**src/design/sdldac_pkg.sv**
```systemverilog
// ---------------------------------------------------------------------------
// sdldac_pkg
// widths, reset values, register indexes and shared types of the delay dac
// ---------------------------------------------------------------------------
package sdldac_pkg;

  localparam int SampleW  = 16;
  localparam int DelayW   = 12;
  localparam int CodeW    = 12;
  localparam int CfgW     = 12;
  localparam int CfgIdxW  = 1;
  localparam int FracW    = 13;

  localparam int StoreDepthDef = 4096;

  localparam logic signed [SampleW:0] OneQ = 17'sd8192;

  localparam logic [CfgW-1:0] MidscaleRst = 12'd2048;
  localparam logic [CfgW-1:0] MaxRst      = 12'd4095;

  // register indexes
  localparam logic [CfgIdxW-1:0] CfgMidscale = 1'b0;
  localparam logic [CfgIdxW-1:0] CfgMax      = 1'b1;

  typedef struct packed {
    logic [CodeW-1:0] midscale;
    logic [CodeW-1:0] max_code;
  } cfg_t;

endpackage

```
**src/design/sdldac_conv.sv**
```systemverilog
// ---------------------------------------------------------------------------
// sdldac_conv
// q2.13 sample to dac code: offset by one, scale by midscale, clamp
// ---------------------------------------------------------------------------
module sdldac_conv import sdldac_pkg::*; (
  input  logic signed [SampleW-1:0] sample_i,
  input  cfg_t                      cfg_i,
  output logic        [CodeW-1:0]   code_o
);

  localparam int ProdW = SampleW + 1 + CodeW + 1;

  logic signed [SampleW:0]  biased;
  logic signed [CodeW:0]    scale;
  logic signed [ProdW-1:0]  prod;
  logic signed [ProdW-1:0]  quot;
  logic signed [ProdW-1:0]  limit;

  always_comb begin
    biased = $signed({sample_i[SampleW-1], sample_i}) + OneQ;
    scale  = $signed({1'b0, cfg_i.midscale});
    prod   = ProdW'(biased) * ProdW'(scale);
    quot   = prod >>> FracW;
    limit  = $signed({{(ProdW-CodeW){1'b0}}, cfg_i.max_code});
    if (prod <= 0) begin
      code_o = '0;
    end else if (quot >= limit) begin
      code_o = cfg_i.max_code;
    end else begin
      code_o = quot[CodeW-1:0];
    end
  end

endmodule

```
**config.mk**
```make
export PLATFORM = sky130hd
export DESIGN_NAME = sdldac_conv
export DESIGN_NICKNAME = d
export VERILOG_FILES = /design/src/design/sdldac_pkg.sv /design/src/design/sdldac_conv.sv
export SDC_FILE = /design/constraint.sdc
export NUM_CORES = 1
export LEC_CHECK = 0
export ABC_AREA = 1
export BUFFER_PORTS_ARGS = -buffer_cell sky130_fd_sc_hd__buf_2
export CAP_MARGIN = 5
export CORE_MARGIN = 1.5
export CORE_UTILIZATION = 31
export DETAILED_ROUTE_END_ITERATION = 7
export SYNTH_ARGS = -nofsm -noshare
export SYNTH_HDL_FRONTEND = slang
export SYNTH_SLANG_ARGS = --single-unit
export TNS_END_PERCENT = 1
```
**constraint.sdc**
```tcl
create_clock -name vclk -period 32.5
set_input_delay 8.125 -clock vclk [all_inputs]
set_output_delay 8.125 -clock vclk [all_outputs]
set_load 0.03 [all_outputs]
```
==> results.md <==
- Outcome: finished, final reports clean
- XOR/XNOR Fraction of Synth Area: 1.254%
- Syn-to-layout area delta: 6.006%
- Initial antenna violation count: 0
- Post-Synth Adder-Cell Area: 49.83%
- Largest net degree at the start of global routing: 19
- Final weighted congestion in routability-driven placement: 0.9221
- Final period util: 71.38%
- Mux cell area share after synthesis: 0%
- Routed wire length: 21.25 mm
- Worst hold slack: 16.72 ns
- Cell Area, Placed: 10160 µm²
- Post_cts resized: 0
- Dominant cell type by area after synthesis: fa_1
- Maximum clock frequency: 43.11 MHz
- Final Critical Period: 23.20 ns
- First-pass GRT wire length: 37.41 mm
- Mapped cell area: 9582 µm²
- Final core occ: 33.29%
- Vias per cell: 4.335
- Post-synth top area share: 38.86%
- Clock buf count: 0
- Post-CTS Hold Buffers: 0
- Post-route cell area: 10160 µm²
- DR DRC count: 0
- Register area: 0 µm²
- Syn nets: 1733
- Fin. max-slew vios: 0
- Worst Path Arrival: 15.07 ns
- Synthesized area per cell: 6.733 µm²
- Most frequent cells in the layout: inv_1 (487), nand2_1 (407), fa_1 (186)
- Die area: 31970 µm²
- Required time worst endpoint: 24.37 ns
- Max_cap viols: 0
- Vias in the first global route: 8210
- Routed len/inst: 11.61 µm
- Startpoint types: input port
- RSZ-0062 raised after global routing: no
- Detail Route Antenna Nets: 0
- Critical setup path kind: input port to output port
- # diodes: 0
- Slew headroom: 72.07%
- Die X: 178.8 µm
- YS warnings: 0
- Core region area: 30510 µm²
- Synth unique cells: 31
- Final nets: 1747
- Num rows: 64
- Vias: 7938
- Slowest CP cell: fa_1
- Worst Max-Slew Pin Slew: 0.4190 ns
- Top cell by count, worst path: nand2_1
- Setup crit end kind: output port
- Final-report hold violation count: 0
- Post-DP HPWL: 19.24 mm
- 1st-iter DRT viols: 375
- Mapped Cells: 1423
- Detailed Routing Iterations Pass 1: 5
- GRT overflow: 0
- CP max FO: 13
- Type of the most critical hold path: input port to output port
- Dominant cells by area after synthesis: fa_1 (39%), inv_1 (19%), nand2_1 (16%)
- Largest family of logic cells by synthesized area: adder cells
- Post-synthesis compound-gate area fraction: 1.854%
- Port bufs: 52
- Commonest non-fill, non-tap cell in the layout: inv_1
- Post-CTS setup buffer count: 0
- Endpoints failing setup: 0
- GR Util All Layers: 14.24%
- Synth Area in Simple Gates: 25.87%
- Max stage delay on crit path: 0.61 ns
- Hold Path Depth: 6
- Initial Util: 31.41%
- I/O Pins: 52
- FFs & Latches: 0
- Setup total negative slack: 0 ns
- Die height: 178.8 µm
- Sequential fraction of the synthesis area: 0%
- Share of cells above drive strength 1: 8.432%
[layout make-up]
class                           instances  area [µm²]
Multi-Input combinational cell        890        7551
Tap cell                              396       495.5
Fill cell                            3340       20350
Inverter                              493        1851
Timing Repair Buffer                   52       260.3
[routing by layer]
metal,GRT usage [%],up-vias,wire length (µm)
li1,-,3976,-
met1,18.75,3827,9640
met2,26.99,123,10710
met3,0.1696,12,722
met4,1.076,0,171
met5,0,-,0
[cell families after synthesis]
kind of cell / count (synthesis)
buf+inv: 533
simple gates: 579
fa+ha+maj: 270
compound gates: 29
xor+xnor: 12
[synthesized netlist by cell type, types with 4 or more instances]
library cell	number
nand3_2	12
nand2_2	27
nor2_1	64
inv_2	6
ha_1	84
xor2_1	5
a21oi_1	17
nor2_2	11
nand2_1	407
inv_1	487
fa_1	186
clkbuf_1	35
xnor2_1	5
buf_6	4
nand4_1	17
nand3_1	30
a21o_1	4
[through the flow]
step,instances,worst slack [ns]
floorplan,1423,10.15
global placement,1831,9.390
detailed placement,1831,9.358
CTS,1831,9.341
global route,1831,8.709
finish,1831,9.302
[worst max-delay path: cells and delay by family]
family / cells / cell delay [ns]
AND/OR/NAND/NOR: 22 / 2.43
AO/OA/AOI/OAI: 1 / 0.09
buffers and inverters: 8 / 1.09
adder cells (fa/ha/maj): 7 / 3.33
[final timing paths]
kind | from | endpoint | slack [ns]
min | cfg_i[10] | code_o[10] | 16.72
max | sample_i[13] | code_o[10] | 9.30
Power is not shown: default switching activity piles up to over one toggle a cycle in this logic, so the estimate is an artifact.
